$ cat src/hw/rtl/cpba_pkg.sv
// ============================================================================
// cpba_pkg: shared types and constants for the contiguous page allocator
// Holds the field widths, the command and status codes and the control
// state type used by the allocator.
// ============================================================================
package cpba_pkg;

    // Field widths fixed by the interface.
    localparam int CMD_W    = 1;
    localparam int PAGE_W   = 8;
    localparam int COUNT_W  = 9;
    localparam int STATUS_W = 2;
    localparam int CFG_W    = 9;

    // Value of the managed page count after reset.
    localparam logic [CFG_W-1:0] CFG_RESET = 9'd256;

    // Command codes.
    localparam logic [CMD_W-1:0] CMD_ALLOC = 1'b0;
    localparam logic [CMD_W-1:0] CMD_FREE  = 1'b1;

    // Status codes.
    localparam logic [STATUS_W-1:0] STAT_OK       = 2'd0;
    localparam logic [STATUS_W-1:0] STAT_NO_SPACE = 2'd1;
    localparam logic [STATUS_W-1:0] STAT_BAD      = 2'd2;

    // Control states of the allocator.
    typedef enum logic [1:0] {
        S_CLEAR,
        S_IDLE,
        S_SCAN,
        S_FILL
    } t_state;

endpackage

$ cat src/hw/rtl/cpba_page_map.sv
// ============================================================================
// cpba_page_map: one-bit-per-page usage memory
// A single-bit-wide memory with one write port and one read port; the read
// data is registered and appears in the cycle after the address.
// ============================================================================
module cpba_page_map #(
    parameter int DEPTH = 256,
    parameter int AW    = 8
) (
    input  logic          i_clk,
    input  logic          i_we,
    input  logic [AW-1:0] i_waddr,
    input  logic          i_wdata,
    input  logic [AW-1:0] i_raddr,
    output logic          o_rdata
);

    logic r_mem [DEPTH];
    logic r_rdata;

    // Write port.
    always_ff @(posedge i_clk) begin
        if (i_we) begin
            r_mem[i_waddr] <= i_wdata;
        end
    end

    // Registered read port.
    always_ff @(posedge i_clk) begin
        r_rdata <= r_mem[i_raddr];
    end

    assign o_rdata = r_rdata;

endmodule

$ cat src/hw/rtl/contiguous_page_bitmap_allocator.sv
// ============================================================================
// contiguous_page_bitmap_allocator: first-fit contiguous page allocator
// Keeps a used bit per page and serves allocate and free requests for runs
// of consecutive pages, scanning and updating the map one page per cycle.
//
//   Channel   Signals                                      Direction
//   request   start, busy, i_cmd, i_start_page,            in (busy out)
//             i_page_count
//   result    o_done, o_status, o_first_page               out
//   config    i_cfg_valid, o_cfg_ready, i_cfg_data         in (ready out)
//
// A bad request answers in the cycle after it is taken. A free clears
// its page_count pages through the page map write port. An allocate
// scans the map bit by bit through the page map read port, then marks
// the run it found through the map's single write port.
// After reset the page map is cleared one page per cycle, all PAGE_SLOTS
// pages, while busy is high. Results are strobed for one cycle on o_done;
// the receiver cannot stall them. The page count register is taken only
// while idle with no item offered.
// ============================================================================
module contiguous_page_bitmap_allocator #(
    parameter int PAGE_SLOTS = 256
) (
    input  logic                          i_clk,
    input  logic                          i_rst_n,
    input  logic                          start,
    output logic                          busy,
    input  logic [cpba_pkg::CMD_W-1:0]    i_cmd,
    input  logic [cpba_pkg::PAGE_W-1:0]   i_start_page,
    input  logic [cpba_pkg::COUNT_W-1:0]  i_page_count,
    output logic                          o_done,
    output logic [cpba_pkg::STATUS_W-1:0] o_status,
    output logic [cpba_pkg::PAGE_W-1:0]   o_first_page,
    input  logic                          i_cfg_valid,
    output logic                          o_cfg_ready,
    input  logic [cpba_pkg::CFG_W-1:0]    i_cfg_data
);

    import cpba_pkg::*;

    // Page index width, pointer width (holds PAGE_SLOTS) and compare width.
    localparam int PW = $clog2(PAGE_SLOTS);
    localparam int CW = PW + 1;
    localparam int LW = (CW > 10) ? CW : 10;

    t_state               r_state, n_state;
    logic [CFG_W-1:0]     r_pages_in_use;
    logic [CW-1:0]        r_ptr, n_ptr;
    logic                 r_chk_vld, n_chk_vld;
    logic [PW-1:0]        r_chk_page, n_chk_page;
    logic [COUNT_W-1:0]   r_run, n_run;
    logic [PW-1:0]        r_run_start, n_run_start;
    logic [COUNT_W-1:0]   r_count, n_count;
    logic [PW-1:0]        r_wr_ptr, n_wr_ptr;
    logic [COUNT_W-1:0]   r_left, n_left;
    logic                 r_wr_val, n_wr_val;
    logic                 r_done, n_done;
    logic [STATUS_W-1:0]  r_status, n_status;
    logic [PAGE_W-1:0]    r_first, n_first;

    logic                 map_we;
    logic                 map_wd;
    logic [PW-1:0]        map_wa;
    logic [PW-1:0]        map_ra;
    logic                 map_rd;

    logic [LW-1:0]        w_cfg_ext;
    logic [LW-1:0]        w_limit;
    logic [LW-1:0]        w_cnt_ext;
    logic [LW-1:0]        w_end_ext;
    logic                 w_bad;
    logic [PW-1:0]        w_start_now;

    cpba_page_map #(
        .DEPTH (PAGE_SLOTS),
        .AW    (PW)
    ) u_map (
        .i_clk   (i_clk),
        .i_we    (map_we),
        .i_waddr (map_wa),
        .i_wdata (map_wd),
        .i_raddr (map_ra),
        .o_rdata (map_rd)
    );

    // Managed page count, saturated to the size of the map.
    assign w_cfg_ext = LW'(r_pages_in_use);
    assign w_limit   = (w_cfg_ext > LW'(PAGE_SLOTS)) ? LW'(PAGE_SLOTS) : w_cfg_ext;

    // Request checks on the incoming item.
    assign w_cnt_ext = LW'(i_page_count);
    assign w_end_ext = LW'(i_start_page) + LW'(i_page_count);
    assign w_bad     = (i_page_count == '0) ||
                       ((i_cmd == CMD_ALLOC) ? (w_cnt_ext > w_limit)
                                             : (w_end_ext > w_limit));

    // Start of the current free run if the page under test extends it.
    assign w_start_now = (r_run == '0) ? r_chk_page : r_run_start;

    // State and control registers.
    always_ff @(posedge i_clk) begin
        if (!i_rst_n) begin
            r_state        <= S_CLEAR;
            r_wr_ptr       <= '0;
            r_done         <= 1'b0;
            r_chk_vld      <= 1'b0;
            r_pages_in_use <= CFG_RESET;
        end else begin
            r_state   <= n_state;
            r_wr_ptr  <= n_wr_ptr;
            r_done    <= n_done;
            r_chk_vld <= n_chk_vld;
            if (i_cfg_valid && o_cfg_ready) begin
                r_pages_in_use <= i_cfg_data;
            end
        end
    end

    // Payload registers.
    always_ff @(posedge i_clk) begin
        r_ptr       <= n_ptr;
        r_chk_page  <= n_chk_page;
        r_run       <= n_run;
        r_run_start <= n_run_start;
        r_count     <= n_count;
        r_left      <= n_left;
        r_wr_val    <= n_wr_val;
        r_status    <= n_status;
        r_first     <= n_first;
    end

    // Next state, map access and result.
    always_comb begin
        n_state     = r_state;
        n_ptr       = r_ptr;
        n_chk_vld   = r_chk_vld;
        n_chk_page  = r_chk_page;
        n_run       = r_run;
        n_run_start = r_run_start;
        n_count     = r_count;
        n_wr_ptr    = r_wr_ptr;
        n_left      = r_left;
        n_wr_val    = r_wr_val;
        n_done      = 1'b0;
        n_status    = r_status;
        n_first     = r_first;
        map_we      = 1'b0;
        map_wa      = r_wr_ptr;
        map_wd      = r_wr_val;
        map_ra      = r_ptr[PW-1:0];

        unique case (r_state)
            S_CLEAR: begin
                // Sweep the whole map to free after reset.
                map_we   = 1'b1;
                map_wd   = 1'b0;
                n_wr_ptr = r_wr_ptr + 1'b1;
                if (r_wr_ptr == PW'(PAGE_SLOTS - 1)) begin
                    n_state = S_IDLE;
                end
            end
            S_IDLE: begin
                if (start) begin
                    if (w_bad) begin
                        n_status = STAT_BAD;
                        n_first  = '0;
                        n_done   = 1'b1;
                    end else if (i_cmd == CMD_ALLOC) begin
                        n_state   = S_SCAN;
                        n_ptr     = '0;
                        n_chk_vld = 1'b0;
                        n_run     = '0;
                        n_count   = i_page_count;
                    end else begin
                        n_state  = S_FILL;
                        n_wr_ptr = PW'(i_start_page);
                        n_left   = i_page_count;
                        n_wr_val = 1'b0;
                        n_status = STAT_OK;
                        n_first  = '0;
                    end
                end
            end
            S_SCAN: begin
                // Issue the next read while pages remain.
                if (LW'(r_ptr) < w_limit) begin
                    n_ptr      = r_ptr + 1'b1;
                    n_chk_vld  = 1'b1;
                    n_chk_page = r_ptr[PW-1:0];
                end else begin
                    n_chk_vld = 1'b0;
                end
                // Test the page whose bit has come back.
                if (r_chk_vld) begin
                    if (map_rd) begin
                        n_run = '0;
                    end else begin
                        n_run       = r_run + 1'b1;
                        n_run_start = w_start_now;
                        if ((r_run + 1'b1) == r_count) begin
                            n_state  = S_FILL;
                            n_wr_ptr = w_start_now;
                            n_left   = r_count;
                            n_wr_val = 1'b1;
                            n_status = STAT_OK;
                            n_first  = PAGE_W'(w_start_now);
                        end
                    end
                end else if (LW'(r_ptr) >= w_limit) begin
                    n_state  = S_IDLE;
                    n_status = STAT_NO_SPACE;
                    n_first  = '0;
                    n_done   = 1'b1;
                end
            end
            S_FILL: begin
                // Mark or clear one page of the run per cycle.
                map_we   = 1'b1;
                n_wr_ptr = r_wr_ptr + 1'b1;
                n_left   = r_left - 1'b1;
                if (r_left == COUNT_W'(1)) begin
                    n_state = S_IDLE;
                    n_done  = 1'b1;
                end
            end
            default: begin
                n_state = S_IDLE;
            end
        endcase
    end

    assign busy         = (r_state != S_IDLE);
    assign o_done       = r_done;
    assign o_status     = r_status;
    assign o_first_page = r_first;
    assign o_cfg_ready  = (r_state == S_IDLE) && !start;

    // A result other than ok never carries a page.
    a_first_zero: assert property (@(posedge i_clk) disable iff (!i_rst_n)
        o_done |-> (o_status == STAT_OK || o_first_page == '0))
        else $error("first page set on a failed result");

    // An accepted item either answers at once or keeps the block busy.
    a_accept_progress: assert property (@(posedge i_clk) disable iff (!i_rst_n)
        (start && !busy) |=> (busy || o_done))
        else $error("accepted item dropped");

    // The run writer never runs with nothing left to write.
    a_fill_left: assert property (@(posedge i_clk) disable iff (!i_rst_n)
        (r_state == S_FILL) |-> (r_left != '0))
        else $error("run write with zero pages left");

    // A result strobe never comes while clearing, scanning or writing a run.
    a_done_idle: assert property (@(posedge i_clk) disable iff (!i_rst_n)
        o_done |-> (r_state == S_IDLE))
        else $error("result while the block is busy");

endmodule
$ cat config.mk
export PLATFORM = sky130hd
export DESIGN_NAME = contiguous_page_bitmap_allocator
export DESIGN_NICKNAME = d
export VERILOG_FILES = /design/src/hw/rtl/cpba_pkg.sv /design/src/hw/rtl/cpba_page_map.sv /design/src/hw/rtl/contiguous_page_bitmap_allocator.sv
export SDC_FILE = /design/constraint.sdc
export NUM_CORES = 1
export LEC_CHECK = 0
export ABC_AREA = 1
export BUFFER_PORTS_ARGS = -buffer_cell sky130_fd_sc_hd__buf_2
export CORE_UTILIZATION = 45
export DETAILED_ROUTE_END_ITERATION = 12
export PLACE_DENSITY = 0.72
export SYNTH_ARGS = -nofsm -noshare
export SYNTH_HDL_FRONTEND = slang
export SYNTH_HIERARCHICAL = 1
export SYNTH_SLANG_ARGS = --single-unit
$ cat constraint.sdc
create_clock -name i_clk -period 12.8 [get_ports i_clk]
set_clock_uncertainty 0.1 [all_clocks]
set_input_delay 1.92 -clock i_clk [delete_from_list [all_inputs] [get_ports i_clk]]
set_output_delay 1.92 -clock i_clk [all_outputs]
set_load 0.03 [all_outputs]
# Word-level counts from Yosys, hierarchy flattened
# Memories as Yosys holds them, arrays and structs flattened. A register that Yosys moved wholly into a read port is not among the register bits.
# Cells that the tools add are included.
# op_classes
n_addsub	5
magnitude_cmp	5
eq_ne	21
muxes	70
n_bitwise	3
n_reduce_logical	21
# op_table
operator	count
$mux 9	13
$mux 8	12
$pmux 9 s2	2
$mux 2	14
$pmux 9 s3	1
$pmux 8 s3	1
$mux 1	21
$reduce_and 7->1	3
$ne 2x2->1 const B	10
$add 9x1->9 const B	2
$logic_not 9->1	2
$pmux 8 s2	1
$ne 3x3->1 const B	4
$reduce_and 6->1	2
$add 8x9->10	1
$gt 10x9->1	1
$reduce_and 5->1	2
$eq 9x1->1 const B	1
$eq 9x9->1	1
$ge 9x9->1	1
$gt 9x9->1	1
$gt 9x9->1 const B	1
$lt 9x9->1	1
$sub 9x1->9 const B	1
other kinds (20)	26
# totals
register_bits	84
mem_bits_rw	256
inputBits	31
elab_cells	140
memories	1
# mem_list
memory	depth	word_bits	rd	rd_ports_with_merged_regs	wr	line	rtl
u_map.r_mem	256	1	1	1	1	cpba_page_map.sv:18	logic r_mem [DEPTH];

# Depth between registers and ports, before layout
# Gate-level depths: netlist of run 1.
# logic_depth
depth_word	8
mapped_depth	25
depth_no_buf	25

# Modules after synthesis
# The synthesis of run 1 kept the hierarchy.
# by_module_without_submodules
mod	n_inst	cells_each	area_each_um2
cpba_page_map	1	1184	11717.5
contiguous_page_bitmap_allocator	1	657	5381.4

# Worst setup path before layout of run 1
# No wires, ideal clock.
# synth_path
kind	register to register
startpoint	register r_state[0]
endpoint	memory u_map.r_mem[0], data pin
setup_time_ps	1409
arrival_time_ps	6530
slack_ps	4761
stages_incl_launch_ff	4
synth_period_minus_slack_ps	8039
path_cell_list	dfxtp_1 > inv_1 > ha_1 > nor2_1
# synth_via
elab_chain_cells	2
# synth_lines
element	line	rtl
from (decl)	contiguous_page_bitmap_allocator.sv:46	t_state r_state, n_state;
from (signal assigned)	contiguous_page_bitmap_allocator.sv:109	r_state <= n_state;
$logic_not 2->1	contiguous_page_bitmap_allocator.sv:152	unique case (r_state)
$mux 1	contiguous_page_bitmap_allocator.sv:152	
named net map_wd	contiguous_page_bitmap_allocator.sv:62	logic map_wd;
to (decl)	cpba_page_map.sv:18	
# The timed path passes the listed nets, and every way through them passes these cells.

# Final worst setup path of run 1
# layout_path
startpoint	input port i_page_count[0] (netlist bit)
endpoint	register r_ptr[5], enable pin
# layout_via
elab_chain_cells	6
word_cells_on_any_way	8
cone_classes	add/sub: 1; order compare: 2; eq/ne: 1; mux: 1; reduce/logical: 3
# layout_lines
element	line	rtl
from (decl)	contiguous_page_bitmap_allocator.sv:30	input logic [cpba_pkg::COUNT_W-1:0] i_page_count,
$add 8x9->10	contiguous_page_bitmap_allocator.sv:92	assign w_end_ext = LW'(i_start_page) + LW'(i_page_count);
$gt 10x9->1	contiguous_page_bitmap_allocator.sv:95	: (w_end_ext > w_limit));
$mux 1	contiguous_page_bitmap_allocator.sv:94	((i_cmd == CMD_ALLOC) ? (w_cnt_ext > w_limit)
$logic_or 1x1->1 *	contiguous_page_bitmap_allocator.sv:93	assign w_bad = (i_page_count == '0) ||
$ne 2x2->1 (no line) *	--	
$reduce_and 5->1 (no line) *	--	
to (signal assigned)	contiguous_page_bitmap_allocator.sv:121	r_ptr <= n_ptr;
to (decl)	contiguous_page_bitmap_allocator.sv:48	logic [CW-1:0] r_ptr, n_ptr;
# Every way passes the cells marked *; elsewhere a longest branch is shown, timed or not.
# A chain may end at the register's enable or synchronous reset.

==> metrics.md, run 1 <==
| Metric | Value |
|---|---|
| Ys flop type | edfxtp_1 |
| CP Max Fanout | 15 |
| IO Pins | 44 |
| Period utilisation layout | 0.4275 |
| Number of flops mapped to enable cells by yosys | 319 |
| Via count | 13,250 |
| Number of synthesized register bits | 341 |
| GPL Wtd Cong | 0.8680 |
| Synth Instances | 1,841 |
| Worst Setup End Kind | register |
| Final hold viol count | 0 |
| Post-Syn Nets | 1,916 |
| Worst min path class | register to register |
| Post-route total power | 3.890 mW |
| GRT Util Overall | 0.2217 |
| Status | completed |
| DRC violations left | 0 |
| First-pass GRT wire length | 66,620 um |
| PortBufs | 43 |
| Post-layout minimum cycle time | 5.472 ns |
| Vias in the first global route | 12,340 |
| Max Fclk | 182.7 MHz |
| Root Driver | clkbuf_16 |
| Setup Fix Bufs, Post-CTS | 0 |
| Max Slew Vio Count | 0 |
| Cell variety after synth | 50 |
| Max-Cap Viols | 0 |
| Chip height | 196.9 um |
| Worst-Margin Slew | 1.248 ns |
| Initial antenna violation count | 0 |
| HP Start | r_pages_in_use[0]$_SDFFE_PN0P_ |
| Hold Slack | 0.3851 ns |
| CTS clk-pin slew, worst paths | 0.06 ns |
| Area of the multi-input gates | 6068 um^2 |
| Layout cells sized above 1 | 0.07112 |
| CTS H-tree lvls | 2 |
| Pre-antenna DRT Iters | 7 |
| Clock sinks | 341 |
| Num CTS Buffers | 37 |
| Most frequent cells in the layout | nand2_1 (440), nor2_1 (345), edfxtp_1 (319) |
| Drt via density | 5.565 |
| Register area share after synthesis | 0.5860 |
| Sequential cell area | 10,020 um^2 |
| Die Width | 196.9 um |
| GR Overflow Total | 0 |
| CTS tree | yes |
| Syn. warnings | 6 |
| CP required | 12.86 ns |
| Core Box Area | 37,490 um^2 |
| Synth async-reset ratio | 0 |
| Routed wire length | 43,060 um |
| # resized after CTS | 0 |
| Initial Utilization | 0.4561 |
| Clock Latency Late Sink | 0.54 ns |
| Peak VDD IR | 0.0002038 V |
| Largest net degree at the start of global routing | 257 |
| Commonest non-fill, non-tap cell in the layout | nand2_1 |
| Area growth from synthesis to layout | 8.964% |
| ANT cells | 0 |
| CTS max path bufs | 3 |
| Syn_area_per_cell | 9.288 um^2 |
| Hold_buf cts | 0 |
| Reg2reg start | r_pages_in_use[7]$_SDFFE_PN0P_ |
| Synthesized cell area | 17,100 um^2 |
| Starting DRC count in detailed routing | 1,736 |
| PwrDens | 208.8 nW/um^2 |
| Final setup fails | 0 |
| Num rows | 71 |
| Worst setup startpoint | i_page_count[0] |
| Layout Nets | 1,919 |
| P_leak | 6.889 nW |
| Synth top area share | 0.5602 |
| DP HPWL | 25,640 um |
| Arr. time, crit path | 5.53 ns |
| Fill cell count | 3,469 |
| Crit path kind | input pin to register |
| RSZ-0062 raised after global routing | false |
| Die footprint | 38,780 um^2 |
| Synth area leaders | edfxtp_1 (56%), nand2_1 (9.7%), nand3_1 (8.7%) |
| Antenna Nets Post-Route | 0 |
| Worst Setup Start Kind | input pin |
| Yosys top cell by area | edfxtp_1 |
| Fin Setup TNS | 0 ns |
| Slew margin rel. | 0.1659 |
| Routed len/inst | 18.08 um |
logic make-up after synthesis:
kind of cell    synth area share
compound gates           0.03622
xor+xnor                0.005634
fa+ha+maj                0.03264
buf+inv                  0.05956
flops                     0.5860
mux                     0.001976
simple gates              0.2780
power by group:
part | switching, mW | leakage [nW] | internal [mW]
sequential | 0.0914 | 3.12 | 1.42
combinational | 1.01 | 3.22 | 0.372
clock | 0.433 | 0.548 | 0.562
metrics by stage:
step / std cells / area, um^2 / setup WS (ns) / util
2_1_floorplan: 1841 / 17100 / 4.761 / -
3_3_place_gp: 2316 / 17500 / 6.912 / 0.4669
3_5_place_dp: 2316 / 17500 / 6.830 / 0.4669
4_1_cts: 2381 / 18630 / 7.350 / 0.4970
5_1_grt: 2381 / 18630 / 6.926 / 0.4970
6_report: 2381 / 18630 / 7.328 / 0.4970
routing by layer:
metal,vias to the layer above,global-route usage,share of wire
li1,6231,-,-
met1,6365,0.3046,0.41
met2,567,0.3536,0.47
met3,88,0.03285,0.085
met4,0,0.08843,0.031
met5,-,0,0
area by class of cell:
type | instances | area share
Clock buffer | 45 | 0.05184
Clock inverter | 20 | 0.008663
Inverter | 112 | 0.02263
Multi-Input combinational cell | 1292 | 0.3257
Sequential cell | 341 | 0.5378
Tap cell | 511 | 0.03432
Timing Repair Buffer | 60 | 0.01907
final timing paths:
check,end,slack [ns],cells past startpoint
setup reg to reg,r_ptr[5]$_SDFFCE_PN0P_,9.03,14
setup / recovery,r_ptr[5]$_SDFFCE_PN0P_,7.33,21
hold / removal,r_pages_in_use[0]$_SDFFE_PN0P_,0.39,2
hold reg to reg,r_pages_in_use[0]$_SDFFE_PN0P_,0.39,2
critical path, cell delays in order:
cell and delay, ns:
buf_2 0.13, ha_1 0.22, fa_1 0.42, nand3_1 0.11, nand2_1 0.08, a21oi_1 0.15, o21bai_1 0.12, a21o_1 0.18
a21oi_1 0.15, xor2_1 0.09, ha_1 0.29, nand3_1 0.07, nor2_1 0.08, nand2_1 0.05, nand2_1 0.07, nand3_1 0.06
nand2_1 0.07, nand3_2 0.12, nand2_4 0.20, inv_1 0.08, nor3_1 0.87
flip-flops by register name (all words and copies together) (netlist names), 9 cells and up:
| signal | count |
|---|---|
| r_count | 9 |
| r_left | 9 |
| r_pages_in_use | 9 |
| r_ptr | 9 |
| r_run | 9 |
| u_map/r_mem | 256 |
synthesized netlist by cell type (all sizes together) (2+ instances only):
master / instances
o221ai: 3
mux2: 3
ha: 43
o211ai: 2
buf: 49
xnor2: 7
o21a: 2
edfxtp: 319
nand4: 17
nand3: 300
dfxtp: 22
a31oi: 7
nor3: 6
inv: 109
or2: 2
a21o: 3
nor4: 4
nand3b: 2
nor3b: 2
clkinv: 3
a21oi: 50
nor2: 351
a22oi: 6
clkbuf: 46
o21ai: 26
xor2: 4
a211oi: 2
nand2: 444
No activity file was read; power rests on OpenSTA's default activity.
==> run 2: changes to the inputs <==
Clock period 12.8 ns to 5.35 ns, I/O delays scaled along.
==> metrics.md, run 2 (synthesized netlist as in run 1, its figures left out) <==
| Metric | Value |
|---|---|
| Status | completed |
| Final setup fails | 0 |
| PwrDens | 498.7 nW/um^2 |
| Switching share of power | 0.3967 |
| Via count | 13,190 |
| Max Fclk | 239.2 MHz |
| Antenna Nets Post-Route | 0 |
| PortBufs | 43 |
| Highest routed metal layer | met4 |
| GR Overflow Total | 0 |
| Top cell family by delay on the critical path | simple AND/OR/NAND/NOR gates |
| Worst R2R Path Depth | 14 |
| CTS tree | yes |
| HP Start | r_pages_in_use[0]$_SDFFE_PN0P_ |
| Largest register FFs | 256 |
| P_sw | 3.679 mW |
| Cell Int Power | 5.594 mW |
| Peak VDD IR | 0.0003606 V |
| Hold Slack | 0.3733 ns |
| Sequential share of power | 0.395 |
| CTS max path bufs | 3 |
| Post-layout minimum cycle time | 4.181 ns |
| DP HPWL | 25,790 um |
| Pre-antenna DRT Iters | 6 |
| Num rows | 71 |
| IO Pins | 44 |
| Arr. time, crit path | 4.24 ns |
| Routed wire length | 43,180 um |
| Root Driver | clkbuf_16 |
| Initial antenna violation count | 0 |
| Drt via density | 5.544 |
| Vias in the first global route | 12,300 |
| Setup Fix Bufs, Post-CTS | 0 |
| GRT Util Overall | 0.2228 |
| CP required | 5.41 ns |
| Worst hold path cell count | 2 |
| Period utilisation layout | 0.7815 |
| Comb power frac | 0.353 |
| Crit path depth | 21 |
| Worst min path class | register to register |
| Die Width | 196.9 um |
| WL met3 | 3485 um |
| DRC violations left | 0 |
| Met1 wire length | 18,000 um |
| Worst Setup End Kind | register |
| Die footprint | 38,780 um^2 |
| Worst Setup Start Kind | input pin |
| P_leak | 6.869 nW |
| Top reg by flops | u_map/r_mem |
| Layout Nets | 1,917 |
| Slowest cell on crit path | nor2_1 |
| Finished Core Util | 0.4961 |
| Commonest non-fill, non-tap cell in the layout | nand2_1 |
| Reg2reg start | r_pages_in_use[6]$_SDFFE_PN0P_ |
| Worst-Margin Slew | 1.323 ns |
| Clock sinks | 341 |
| Hold_buf cts | 0 |
| CTS clk-pin slew, worst paths | 0.06 ns |
| GPL Wtd Cong | 0.8852 |
| Slew margin rel. | 0.1157 |
| CP Max Fanout | 15 |
| Max-Cap Viols | 0 |
| Core Box Area | 37,490 um^2 |
| Crit-path cells | buf_2 -> ha_1 -> fa_1 -> nand3_1 -> nand2_1 -> a21oi_1 -> o21bai_1 -> a21o_1 -> a21oi_1 -> xor2_1 -> ha_1 -> nand3_1 -> nor2_1 -> nand2_1 -> nand2_1 -> nand3_1 -> nand2_1 -> nand3_2 -> nand2_4 -> nand3_1 -> nor2_1 |
| Final hold viol count | 0 |
| Initial Utilization | 0.4561 |
| Fill cell count | 3,476 |
| Num CTS Buffers | 37 |
| Largest net degree at the start of global routing | 257 |
| RSZ-0062 raised after global routing | false |
| Worst setup startpoint | i_page_count[0] |
| Starting DRC count in detailed routing | 1,669 |
| Clock Latency Late Sink | 0.55 ns |
| Fin Setup TNS | 0 ns |
| Area growth from synthesis to layout | 8.759% |
| Layout cells sized above 1 | 0.07066 |
| CP Buf/Inv Count | 1 |
| Chip height | 196.9 um |
| # resized after CTS | 0 |
| CTS H-tree lvls | 2 |
| Most frequent cells in the layout | nand2_1 (440), nor2_1 (345), edfxtp_1 (319) |
| First-pass GRT wire length | 67,000 um |
| Max Slew Vio Count | 0 |
| Routed len/inst | 18.15 um |
| Clk pwr share | 0.253 |
| Crit path kind | input pin to register |
| ANT cells | 0 |
| Slowest Stage Delay on Critical Path | 0.57 ns |
| DR WL met2 | 20,440 um |
## run 2: metal layers
| metal | up-vias | track usage |
|---|---|---|
| met1 | 6335 | 0.3013 |
| met5 | - | 0 |
| met2 | 538 | 0.3603 |
| met3 | 95 | 0.03816 |
| li1 | 6220 | - |
| met4 | 0 | 0.08211 |
## run 2: worst paths after layout
kind,to,slack [ns]
setup / recovery,r_run[6]$_SDFFCE_PP0P_,1.17
hold / removal,r_pages_in_use[0]$_SDFFE_PN0P_,0.37
setup reg to reg,r_run[6]$_SDFFCE_PP0P_,1.77
hold reg to reg,r_pages_in_use[0]$_SDFFE_PN0P_,0.37
## run 2: area by class of cell
| cell class | count | area [um^2] | share of cell area |
|---|---|---|---|
| Sequential cell | 341 | 10020 | 0.5388 |
| Clock inverter | 17 | 130.1 | 0.006997 |
| Inverter | 112 | 421.7 | 0.02267 |
| Tap cell | 511 | 639.4 | 0.03438 |
| Timing Repair Buffer | 58 | 340.3 | 0.01830 |
| Clock buffer | 48 | 977.2 | 0.05255 |
| Multi-Input combinational cell | 1292 | 6068 | 0.3263 |
## run 2: through the flow
| stage | total power [mW] | std cells | setup WS, ns | instance area, um^2 |
|---|---|---|---|---|
| 5_1_grt | 9.775 | 2379 | 0.8980 | 18600 |
| 2_1_floorplan | 6.093 | 1841 | 0.06274 | 17100 |
| 6_report | 9.273 | 2379 | 1.169 | 18600 |
| 4_1_cts | 9.283 | 2379 | 1.204 | 18600 |
| 3_5_place_dp | 6.932 | 2314 | 0.6570 | 17490 |
| 3_3_place_gp | 6.858 | 2314 | 0.7918 | 17490 |
## run 2: worst register-to-register path, stage by stage, from the launching register on
cell and delay [ns]:
dfxtp_1 0.32, nor4_1 0.30, a21oi_1 0.13, inv_1 0.08, nand2_1 0.14, ha_1 0.33
a21oi_1 0.15, nor2_1 0.06, a211oi_1 0.20, nand2_1 0.09, o21ai_1 0.20, nand3_2 0.17
nand2_4 0.21, nand3_1 0.14, nor2_1 0.57
## run 2: power by group through the flow
stage	logic (mW)	clock network [mW]	registers [mW]
3_5_place_dp	3.23	0	3.70
4_1_cts	3.24	2.39	3.65
3_3_place_gp	3.16	0	3.69
2_1_floorplan	2.39	0	3.70
5_1_grt	3.62	2.48	3.68
6_report	3.27	2.34	3.66
